`config.mk`:
```
export PLATFORM = sky130hd
export DESIGN_NAME = keypad_menu_code_lock
export DESIGN_NICKNAME = d
export VERILOG_FILES = /design/src/sv/kmcl_pkg.sv /design/src/sv/keypad_menu_code_lock.sv
export SDC_FILE = /design/constraint.sdc
export NUM_CORES = 1
export LEC_CHECK = 0
export BUFFER_PORTS_ARGS = -buffer_cell sky130_fd_sc_hd__buf_2
export CAP_MARGIN = 40
export CORE_MARGIN = 10
export CORE_UTILIZATION = 50
export CTS_CLUSTER_DIAMETER = 40
export DETAILED_ROUTE_END_ITERATION = 8
export PLACE_DENSITY = 0.75
export SLEW_MARGIN = 20
export SYNTH_ARGS = -nofsm -noshare
export SYNTH_HDL_FRONTEND = slang
export SYNTH_SLANG_ARGS = --single-unit
export TNS_END_PERCENT = 20
```
`constraint.sdc`:
```
create_clock -name clk -period 2.8 [get_ports clk]
set_input_delay 0.14 -clock clk [delete_from_list [all_inputs] [get_ports clk]]
set_output_delay 0.14 -clock clk [all_outputs]
set_load 0.005 [all_outputs]
```
`src/sv/kmcl_pkg.sv`:
```
// ----------------------------------------------------------------------------
// kmcl_pkg
// Screen and entry codes, keypad key codes and defaults for the code lock.
// ----------------------------------------------------------------------------
`default_nettype none

package kmcl_pkg;

  typedef enum logic [2:0] {
    SCR_START    = 3'd0,
    SCR_GREET    = 3'd1,
    SCR_MENU     = 3'd2,
    SCR_DOWNLOAD = 3'd3,
    SCR_PROMPT   = 3'd4,
    SCR_ENTRY    = 3'd5,
    SCR_WRONG    = 3'd6,
    SCR_CORRECT  = 3'd7
  } screen_t;

  typedef enum logic [3:0] {
    EN_IDLE    = 4'd0,
    EN_CLEAR   = 4'd1,
    EN_WAIT    = 4'd2,
    EN_STORE   = 4'd3,
    EN_RELEASE = 4'd4,
    EN_COUNT   = 4'd5,
    EN_COMPARE = 4'd6,
    EN_WRONG   = 4'd7,
    EN_CORRECT = 4'd8
  } entry_t;

  localparam logic [7:0]  KEY_NONE = 8'h00;
  localparam logic [7:0]  KEY_STAR = 8'h2A;
  localparam logic [7:0]  KEY_C    = 8'h43;
  localparam logic [7:0]  KEY_ONE  = 8'h31;
  localparam logic [7:0]  KEY_ZERO = 8'h30;
  localparam logic [7:0]  KEY_NINE = 8'h39;

  localparam int          CODE_LENGTH_DEF = 4;
  localparam logic [31:0] SECRET_RESET    = 32'h3230_3033;
  localparam logic [1:0]  ADDR_SECRET     = 2'd0;

endpackage

`default_nettype wire

```
`src/sv/keypad_menu_code_lock.sv`:
```
// ----------------------------------------------------------------------------
// keypad_menu_code_lock
// Keypad menu and code lock: one key beat in, one screen/code beat out.
// ----------------------------------------------------------------------------
// channel   | signals                                   | dir
// key       | key_valid, key_ready, key[7:0]            | in
// result    | result_valid, result_ready, screen,       | out
//           | digits_entered, entered_code              |
// config    | psel, penable, pwrite, paddr, pwdata,     | in/out
//           | prdata, pready                            |
// One key beat is taken per cycle; its result appears the cycle after.
// Both state machines step in the same cycle, from the state registers,
// which double as the result register.
// A key beat is taken while the result slot is empty or being drained,
// so a stalled result holds the machines and the key channel together.
// Reset is synchronous: menu at start, entry idle, buffer and count zero,
// secret code back to its default; no result pending.
// ----------------------------------------------------------------------------
`default_nettype none

module keypad_menu_code_lock #(
  parameter int CODE_LENGTH = kmcl_pkg::CODE_LENGTH_DEF
) (
  input  wire logic        clk,
  input  wire logic        rst,
  input  wire logic        key_valid,
  output logic             key_ready,
  input  wire logic [7:0]  key,
  output logic             result_valid,
  input  wire logic        result_ready,
  output logic [2:0]       screen,
  output logic [2:0]       digits_entered,
  output logic [31:0]      entered_code,
  input  wire logic        psel,
  input  wire logic        penable,
  input  wire logic        pwrite,
  input  wire logic [1:0]  paddr,
  input  wire logic [31:0] pwdata,
  output logic [31:0]      prdata,
  output logic             pready
);
  import kmcl_pkg::*;

  localparam int CW    = $clog2(CODE_LENGTH + 1);
  localparam int SHOWN = (CODE_LENGTH < 4) ? CODE_LENGTH : 4;

  logic [31:0]   secret_code;
  screen_t       menu_state, menu_state_next;
  entry_t        entry_state, entry_state_next;
  logic [CW-1:0] digit_count, digit_count_next;
  logic [7:0]    digit_buffer [CODE_LENGTH];
  logic [7:0]    digit_buffer_next [CODE_LENGTH];
  logic [7:0]    expected [CODE_LENGTH];
  logic [CW-1:0] count_inc;
  logic [CW+2:0] count_ext;
  logic          match;
  logic          is_digit;
  logic          take;

  assign take      = key_valid && key_ready;
  assign key_ready = !result_valid || result_ready;
  assign is_digit  = (key >= KEY_ZERO) && (key <= KEY_NINE);
  assign count_inc = digit_count + CW'(1);

  // config port
  assign pready = 1'b1;
  always_comb begin
    prdata = '0;
    if (paddr == ADDR_SECRET) prdata = secret_code;
  end

  always_ff @(posedge clk) begin
    if (rst) begin
      secret_code <= SECRET_RESET;
    end else if (psel && penable && pwrite && pready && paddr == ADDR_SECRET) begin
      secret_code <= pwdata;
    end
  end

  // expected bytes, zero past the fourth
  for (genvar g = 0; g < CODE_LENGTH; g++) begin : g_exp
    if (g < 4) begin : g_in
      assign expected[g] = secret_code[8*(3-g) +: 8];
    end else begin : g_out
      assign expected[g] = 8'h00;
    end
  end

  always_comb begin
    match = 1'b1;
    for (int i = 0; i < CODE_LENGTH; i++) begin
      if (digit_buffer[i] != expected[i]) match = 1'b0;
    end
  end

  // menu next state
  always_comb begin
    menu_state_next = menu_state;
    unique case (menu_state)
      SCR_START:  menu_state_next = SCR_GREET;
      SCR_GREET:  menu_state_next = SCR_MENU;
      SCR_MENU: begin
        if (key == KEY_ONE) menu_state_next = SCR_DOWNLOAD;
        if (key == KEY_C)   menu_state_next = SCR_PROMPT;
      end
      SCR_PROMPT: menu_state_next = SCR_ENTRY;
      SCR_ENTRY: begin
        if (entry_state == EN_CORRECT) menu_state_next = SCR_CORRECT;
        if (entry_state == EN_WRONG)   menu_state_next = SCR_WRONG;
      end
      SCR_DOWNLOAD, SCR_WRONG, SCR_CORRECT: begin
        if (key == KEY_STAR) menu_state_next = SCR_MENU;
      end
      default: menu_state_next = SCR_START;
    endcase
  end

  // entry next state
  always_comb begin
    entry_state_next = entry_state;
    unique case (entry_state)
      EN_IDLE:    if (menu_state_next == SCR_PROMPT) entry_state_next = EN_CLEAR;
      EN_CLEAR:   entry_state_next = EN_WAIT;
      EN_WAIT:    if (is_digit) entry_state_next = EN_STORE;
      EN_STORE:   entry_state_next = EN_RELEASE;
      EN_RELEASE: if (key == KEY_NONE) entry_state_next = EN_COUNT;
      EN_COUNT: begin
        entry_state_next = (count_inc < CW'(CODE_LENGTH)) ? EN_WAIT : EN_COMPARE;
      end
      EN_COMPARE: entry_state_next = match ? EN_CORRECT : EN_WRONG;
      EN_WRONG:   if (menu_state_next == SCR_WRONG) entry_state_next = EN_IDLE;
      EN_CORRECT: if (menu_state_next == SCR_CORRECT) entry_state_next = EN_IDLE;
      default:    entry_state_next = EN_IDLE;
    endcase
  end

  // count and buffer
  always_comb begin
    digit_count_next = digit_count;
    for (int i = 0; i < CODE_LENGTH; i++) digit_buffer_next[i] = digit_buffer[i];
    case (entry_state)
      EN_CLEAR: begin
        digit_count_next = '0;
        for (int i = 0; i < CODE_LENGTH; i++) digit_buffer_next[i] = 8'h00;
      end
      EN_STORE: begin
        for (int i = 0; i < CODE_LENGTH; i++) begin
          if (digit_count == CW'(i)) digit_buffer_next[i] = key;
        end
      end
      EN_COUNT:   digit_count_next = count_inc;
      EN_COMPARE: digit_count_next = CW'(CODE_LENGTH);
      default:    digit_count_next = digit_count;
    endcase
  end

  always_ff @(posedge clk) begin
    if (rst) begin
      menu_state   <= SCR_START;
      entry_state  <= EN_IDLE;
      digit_count  <= '0;
      result_valid <= 1'b0;
      for (int i = 0; i < CODE_LENGTH; i++) digit_buffer[i] <= 8'h00;
    end else begin
      if (take) begin
        menu_state  <= menu_state_next;
        entry_state <= entry_state_next;
        digit_count <= digit_count_next;
        for (int i = 0; i < CODE_LENGTH; i++) digit_buffer[i] <= digit_buffer_next[i];
      end
      if (take)              result_valid <= 1'b1;
      else if (result_ready) result_valid <= 1'b0;
    end
  end

  // result beat
  assign count_ext = {3'b000, digit_count};
  always_comb begin
    screen         = menu_state;
    digits_entered = count_ext[2:0];
    entered_code   = '0;
    for (int i = 0; i < SHOWN; i++) begin
      entered_code[8*(3-i) +: 8] = digit_buffer[i];
    end
  end

endmodule

`default_nettype wire

```
==> results of run 1 <==
-- routing by layer --
layer  wire [um]  share of wire [%]  vias up
met2        4990                 49      116
met1        4450                 43     1481
li1            -                  -     1566
met4          99               0.97        0
met5           0                  0        -
met3         695                6.8        8
-- Yosys cell counts, types with 7 or more instances --
master and instances:
o21ai_0 7, and2_1 49, nor2_1 12, nand2b_1 9, nand3b_1 13, edfxtp_1 32
clkbuf_1 21, xnor2_1 32, inv_1 7, dfxtp_1 43, mux2i_1 7, nand2_1 71
a21oi_1 30, nand4_1 11
-- layout make-up --
cell class                 count  area (um^2)  area share, %
clock buffer                  11          153           3.33
clock inverter                 5         35.0          0.764
inverter                       7         26.3          0.573
multi-input combinational    287         1750           38.2
sequential                    75         1820           39.7
tap                           99          124           2.70
timing repair buffer         129          678           14.8
-- state kept, by name, summed over array words and instances, names as in the netlist --
register        flops
digit_buffer       32
expected           32
entry_state         4
digits_entered      3
screen              3
result_valid        1
-- kinds of logic after synthesis --
| family | share of synthesized area [%] |
|---|---|
| AND/OR/NAND/NOR | 28.4 |
| flip-flops | 49.3 |
| AO/OA/AOI/OAI | 7.72 |
| XOR/XNOR | 7.59 |
| buffers and inverters | 3.32 |
| multiplexers | 1.90 |
| adder cells (fa/ha/maj) | 1.69 |
| other | 0.101 |
-- metrics by stage --
step	instance area, um^2	cells
after floorplan	3690	393
after global placement	4360	593
after detailed placement	4360	593
after CTS	4590	613
after global routing	4590	613
final	4590	613
-- cells in the final DEF, fill, tap and decap left out, types with 3 or more instances in the layout --
cell type,netlist,final
buf_4,1,5
dfxtp_1,43,43
nor2b_1,3,3
inv_1,7,7
nand2b_1,9,9
buf_2,2,120
and2_1,49,49
a31oi_1,4,4
a21o_1,3,3
nand4_1,11,11
xnor2_1,32,32
nand3b_1,13,13
ha_1,5,5
dlygate4sd3_1,0,4
clkbuf_8,0,9
nand2_1,71,71
mux2i_1,7,7
edfxtp_1,32,32
nand3_1,4,4
a21oi_1,30,30
o21ai_0,7,7
nor2_1,12,12
-- critical path: stages (launching register included) --
cell and delay [ns]:
dfxtp_1 0.34, nand2b_1 0.09, and2_1 0.26, and3_1 0.23
and3b_1 0.30, a21oi_1 0.70
-- power breakdown --
part	internal (uW)	switching (uW)	leakage (uW)	total, uW
registers	1160	26.1	0.000678	1190
clock network	378	406	0.0000948	784
logic	90.1	93.6	0.00118	184
total	1630	526	0.00195	2160
-- worst paths after layout --
path,from,to,slack (ns),cells after the start
min reg2reg,expected[18],expected[18],0.48,2
max reg2reg,result_valid,digit_buffer[1][3],0.50,5
min,pwdata[25],expected[25],0.008,3
max,result_valid,digit_buffer[1][3],0.50,5
-- timing repair --
action	in CTS	in global routing
endpoints found under the hold margin	4	0
gates resized for setup	0	0
hold buffers	4	0
==> out/metrics.yaml, run 1 <==
vias_per_cell: 5.17
yosysTopAreaCellShare_pct: 26.0
yosys.area.top_type: "edfxtp_1"
finalClockSkew_ns: 0.00943
finalSetupViolCount: 0
gp_congestion: 0.863
crit_path_start_kind: "flop"
diodes: 0
worstPathRequired_ns: 2.77
ys_ff_latch: 75
rsz0062_at_grt: "false"
relSlewSlack_pct: 44.5
grt_pass1_wl_mm: 16.1
peakVddDrop_mv: 0.262
grt_use_met1_pct: 21.3
met2_usage_pct: 29.9
wirelength_mm: 10.2
powerDensity_nw_per_um2: 470
finalHoldViolations: 0
synth_edf_count: 32
fp.dieH_um: 106
cts_tree: "built"
via_count: 3171
synth_flop_cell: "dfxtp_1"
fin_ws_ns: 0.502
worstSetupPathType: "reg2reg"
cts_sinks: 75
critPathMaxFanout: 19
grt_max_degree: 48
antenna_found_initial: 0
fin_nets: 563
grt_pass1_vias: 3192
seq_area_frac_synth_pct: 49.3
grt.total_usage_pct: 17.8
io_pins: 122
worst-slew-pin-transition_ns: 0.833
synth_area_leaders: "edfxtp_1 26%, dfxtp_1 23%, and2_1 8.3%"
fin_crit_sh_pct: 82.1
min_period_ns: 2.30
gr-total-overflow: 0
dpl_worst_slack_ns: 0.522
setup_tns_ns: 0
whs_ns: 0.00782
dr.pass1.iters: 4
hold_class: "in2reg"
core-area_um2: 7210
h-tree-depth: 3
cts_root_buf: "clkbuf_8"
std_cell_rows: 31
drive_above_1_share_pct: 27.8
finalMaxSlewViolations: 0
synth_area_um2: 3690
dp.final_hpwl_mm: 7.99
fillerInstances: 626
die-area_um2: 11200
ys_warn_count: 0
syn_area_per_cell_um2: 9.40
power_uw: 2160
ys_async_sr_fraction_pct: 0
synth_cell_type_count: 42
maxCapViolations: 0
cts_buffers: 9
globalRoute.busiestLayer: "met2"
final_core_util_pct: 63.6
fmax_ghz: 0.435
initial_core_util_pct: 51.2
drtAntennaViolNets: 0
cts_setup_buffers: 0
synthCells: 393
syn2layout_area_growth_pct: 24.2
worstPathArrival_ns: 2.27
cts.path.max_buffers: 2
clk_pin_slew_ns: 0.08
drt_first_iter_violations: 133
wl_per_cell_um: 16.7
drc: 0
leakagePower_uw: 0.00195
worstSetupEndpointType: "flop"
synth_nets: 447
met3_usage_pct: 5.56
clk_latency_ns: 0.35
io_buffer_count: 120
status: "finished clean"
die_x_um: 106
(Power assumes the default switching activity.)
==> inputs of run 2 (changes only) <==
--- a/config.mk
+++ b/config.mk
@@ -5,13 +5,14 @@
 export SDC_FILE = /design/constraint.sdc
 export NUM_CORES = 1
 export LEC_CHECK = 0
+export ABC_AREA = 1
 export BUFFER_PORTS_ARGS = -buffer_cell sky130_fd_sc_hd__buf_2
 export CAP_MARGIN = 40
 export CORE_MARGIN = 10
-export CORE_UTILIZATION = 50
+export CORE_UTILIZATION = 46
 export CTS_CLUSTER_DIAMETER = 40
 export DETAILED_ROUTE_END_ITERATION = 8
-export PLACE_DENSITY = 0.75
+export PLACE_DENSITY = 0.72
 export SLEW_MARGIN = 20
 export SYNTH_ARGS = -nofsm -noshare
 export SYNTH_HDL_FRONTEND = slang
==> constraint.sdc (replaced) <==
create_clock -name clk -period 1.9 [get_ports clk]
set_input_delay 0.095 -clock clk [delete_from_list [all_inputs] [get_ports clk]]
set_output_delay 0.095 -clock clk [all_outputs]
set_load 0.005 [all_outputs]
==> out/metrics.yaml, run 2 <==
clk_latency_ns: 0.36  # about the same
grt_pass1_wl_mm: 18.4  # +14%
fin_nets: 720  # +28%
worstSetupStartpoint: "result_valid"
syn_area_per_cell_um2: 7.28  # -23%
worstSetupEndpointType: "flop"
finalClockSkew_ns: 0.0103  # +0.000894 ns
grt_max_degree: 44  # -8.3%
yosysTopAreaCellShare_pct: 24.9  # -1.1 points
diodes: 0  # unchanged
rsz0062_at_grt: "false"
drc: 0  # unchanged
core-area_um2: 8180  # +13%
synth_area_um2: 3850  # +4.3%
seq_area_frac_synth_pct: 47.3  # -2.0 points
relSlewSlack_pct: 56.9  # +12 points
die-area_um2: 12400  # +11%
clk_pin_slew_ns: 0.09  # about the same
gr-total-overflow: 0  # unchanged
cts_setup_buffers: 0  # unchanged
layout_common_cells: "134 x nand2_1, 120 x buf_2, 96 x nor2_1, 80 x inv_1, 43 x dfxtp_1"
synth_area_leaders: "edfxtp_1 25%, dfxtp_1 22%, nand2_1 13%"
std_cell_rows: 33  # +6.5%
drtAntennaViolNets: 0  # unchanged
worstPathRequired_ns: 2.06  # -0.71 ns
antenna_found_initial: 0  # unchanged
h-tree-depth: 3  # unchanged
cts_root_buf: "clkbuf_8"
worst-slew-pin-transition_ns: 0.639  # -0.194 ns
ys_warn_count: 0  # unchanged
via_count: 3748  # +18%
worstPathArrival_ns: 1.83  # -0.44 ns
cts.path.max_buffers: 2  # unchanged
cts_buffers: 9  # unchanged
ys_ff_latch: 75  # unchanged
dr.pass1.iters: 4  # unchanged
critPathMaxFanout: 14  # -5
power_uw: 3840  # +78%
io_buffer_count: 120  # unchanged
stdcell_count: 776  # +27%
vias_per_cell: 4.83  # -6.6%
finalMaxSlewViolations: 0  # unchanged
hold_class: "in2reg"
dp.final_hpwl_mm: 8.82  # +10%
whs_ns: 0.0247  # +0.0169 ns
yosys.area.top_type: "edfxtp_1"
leakagePower_uw: 0.00246  # +26%
io_pins: 122  # unchanged
drive_above_1_share_pct: 24.9  # -2.9 points
min_period_ns: 1.67  # -0.628 ns
grt_pass1_vias: 3796  # +19%
fin_crit_sh_pct: 87.9  # +5.8 points
gp_congestion: 0.873  # +1.1%
dpl_worst_slack_ns: 0.150  # -0.372 ns
cts_tree: "built"
setup_tns_ns: 0  # unchanged
synth.most_common_cell: "nand2_1"
synth_flop_cell: "dfxtp_1"
initial_core_util_pct: 47.1  # -4.1 points
worstSetupPathType: "reg2reg"
status: "finished clean"
fp.dieH_um: 112  # +5.3%
syn2layout_area_growth_pct: 27.0
crit_path_start_kind: "flop"
synthCells: 529  # +35%
peakVddDrop_mv: 0.442  # +69%
drt_first_iter_violations: 197  # +48%
wirelength_mm: 11.2  # +9.4%
dp_cells: 748  # +26%
die_x_um: 112  # +5.3%
ys_async_sr_fraction_pct: 0  # unchanged
yosys-top-cells-count: "134 x nand2_1, 97 x nor2_1, 80 x inv_1, 43 x dfxtp_1, 32 x edfxtp_1"
grt.total_usage_pct: 17.6  # -0.18 points
finalSetupViolCount: 0  # unchanged
finalHoldViolations: 0  # unchanged
r2r_slack_ns: 0.23  # -0.27 ns
layout_commonest_cell: "nand2_1"
maxCapViolations: 0  # unchanged
worstHoldStart: "pwdata[22]"
wl_per_cell_um: 14.4  # -14%
synth_nets: 583  # +30%
timing.rr.start: "result_valid"
fmax_ghz: 0.599  # +38%
synth_edf_count: 32  # unchanged
synth_cell_type_count: 30  # -29%
powerDensity_nw_per_um2: 785  # +67%
fin_ws_ns: 0.229  # -0.272 ns
cts_sinks: 75  # unchanged
## run 2: changes by cell type in the layout (fill, tap and decap cells not counted), sizes merged, moves of 9 or more
cell and delta:
nand2b -9, o211ai +10, o21ai +21, xnor2 -17, nor2 +90, inv +84, nand3b -13, nand2 +65
and2 -49
## run 2: where the power goes
group	switching (uW)	total (uW)	internal [uW]
Combinational	486	802	316
Clock	624	1140	517
Sequential	102	1900	1800
## run 2: layout make-up
| class | count | area [um^2] |
|---|---|---|
| Clock buffer | 11 | 141 |
| Clock inverter | 5 | 35.0 |
| Fill cell | 745 | 3280 |
| Inverter | 89 | 334 |
| Multi-Input combinational cell | 350 | 1640 |
| Sequential cell | 75 | 1820 |
| Tap cell | 105 | 131 |
| Timing Repair Buffer | 141 | 796 |
## run 2: logic make-up (layout without fill, tap and decap cells)
kind of cell / count (synthesis) / count (layout) / synth area share [%]
simple gates: 254 / 254 / 26.3
buf+inv: 104 / 246 / 10.4
compound gates: 75 / 75 / 11.0
flops: 75 / 75 / 47.3
xor+xnor: 15 / 15 / 3.41
fa+ha+maj: 5 / 5 / 1.62
other cells: 1 / 1 / 0.0973
## run 2: final timing paths
kind,end,cells after the start
setup reg to reg,digit_buffer[1][5],8
setup / recovery,digit_buffer[1][5],8
hold / removal,expected[22],3
hold reg to reg,expected[27],2
## run 2: through the flow
step,util (%),area [um^2]
3_5_place_dp,56.2,4600
5_1_grt,59.9,4890
6_report,59.9,4890
3_3_place_gp,56.0,4580
2_1_floorplan,-,3850
4_1_cts,59.8,4890
## run 2: critical path: stages (launching register included)
cell and delay (ns):
dfxtp_1 0.31, nand2_1 0.09, nand2_1 0.12, nor2_1 0.21
inv_2 0.09, nor2_1 0.21, inv_2 0.06, buf_4 0.18
nor2_1 0.21
## run 2: timing repair
action / in CTS / in global routing
hold buffers: 12 / 0
hold endpoints to repair: 12 / 0
setup endpoints to repair: 0 / 8
resized for setup: 0 / 1
## run 2: per-layer routing
layer / share of wire (%) / track usage, %
met5: 0 / 0
met4: 1.0 / 3.86
met1: 42 / 19.6
met3: 6.1 / 5.42
met2: 51 / 32.0
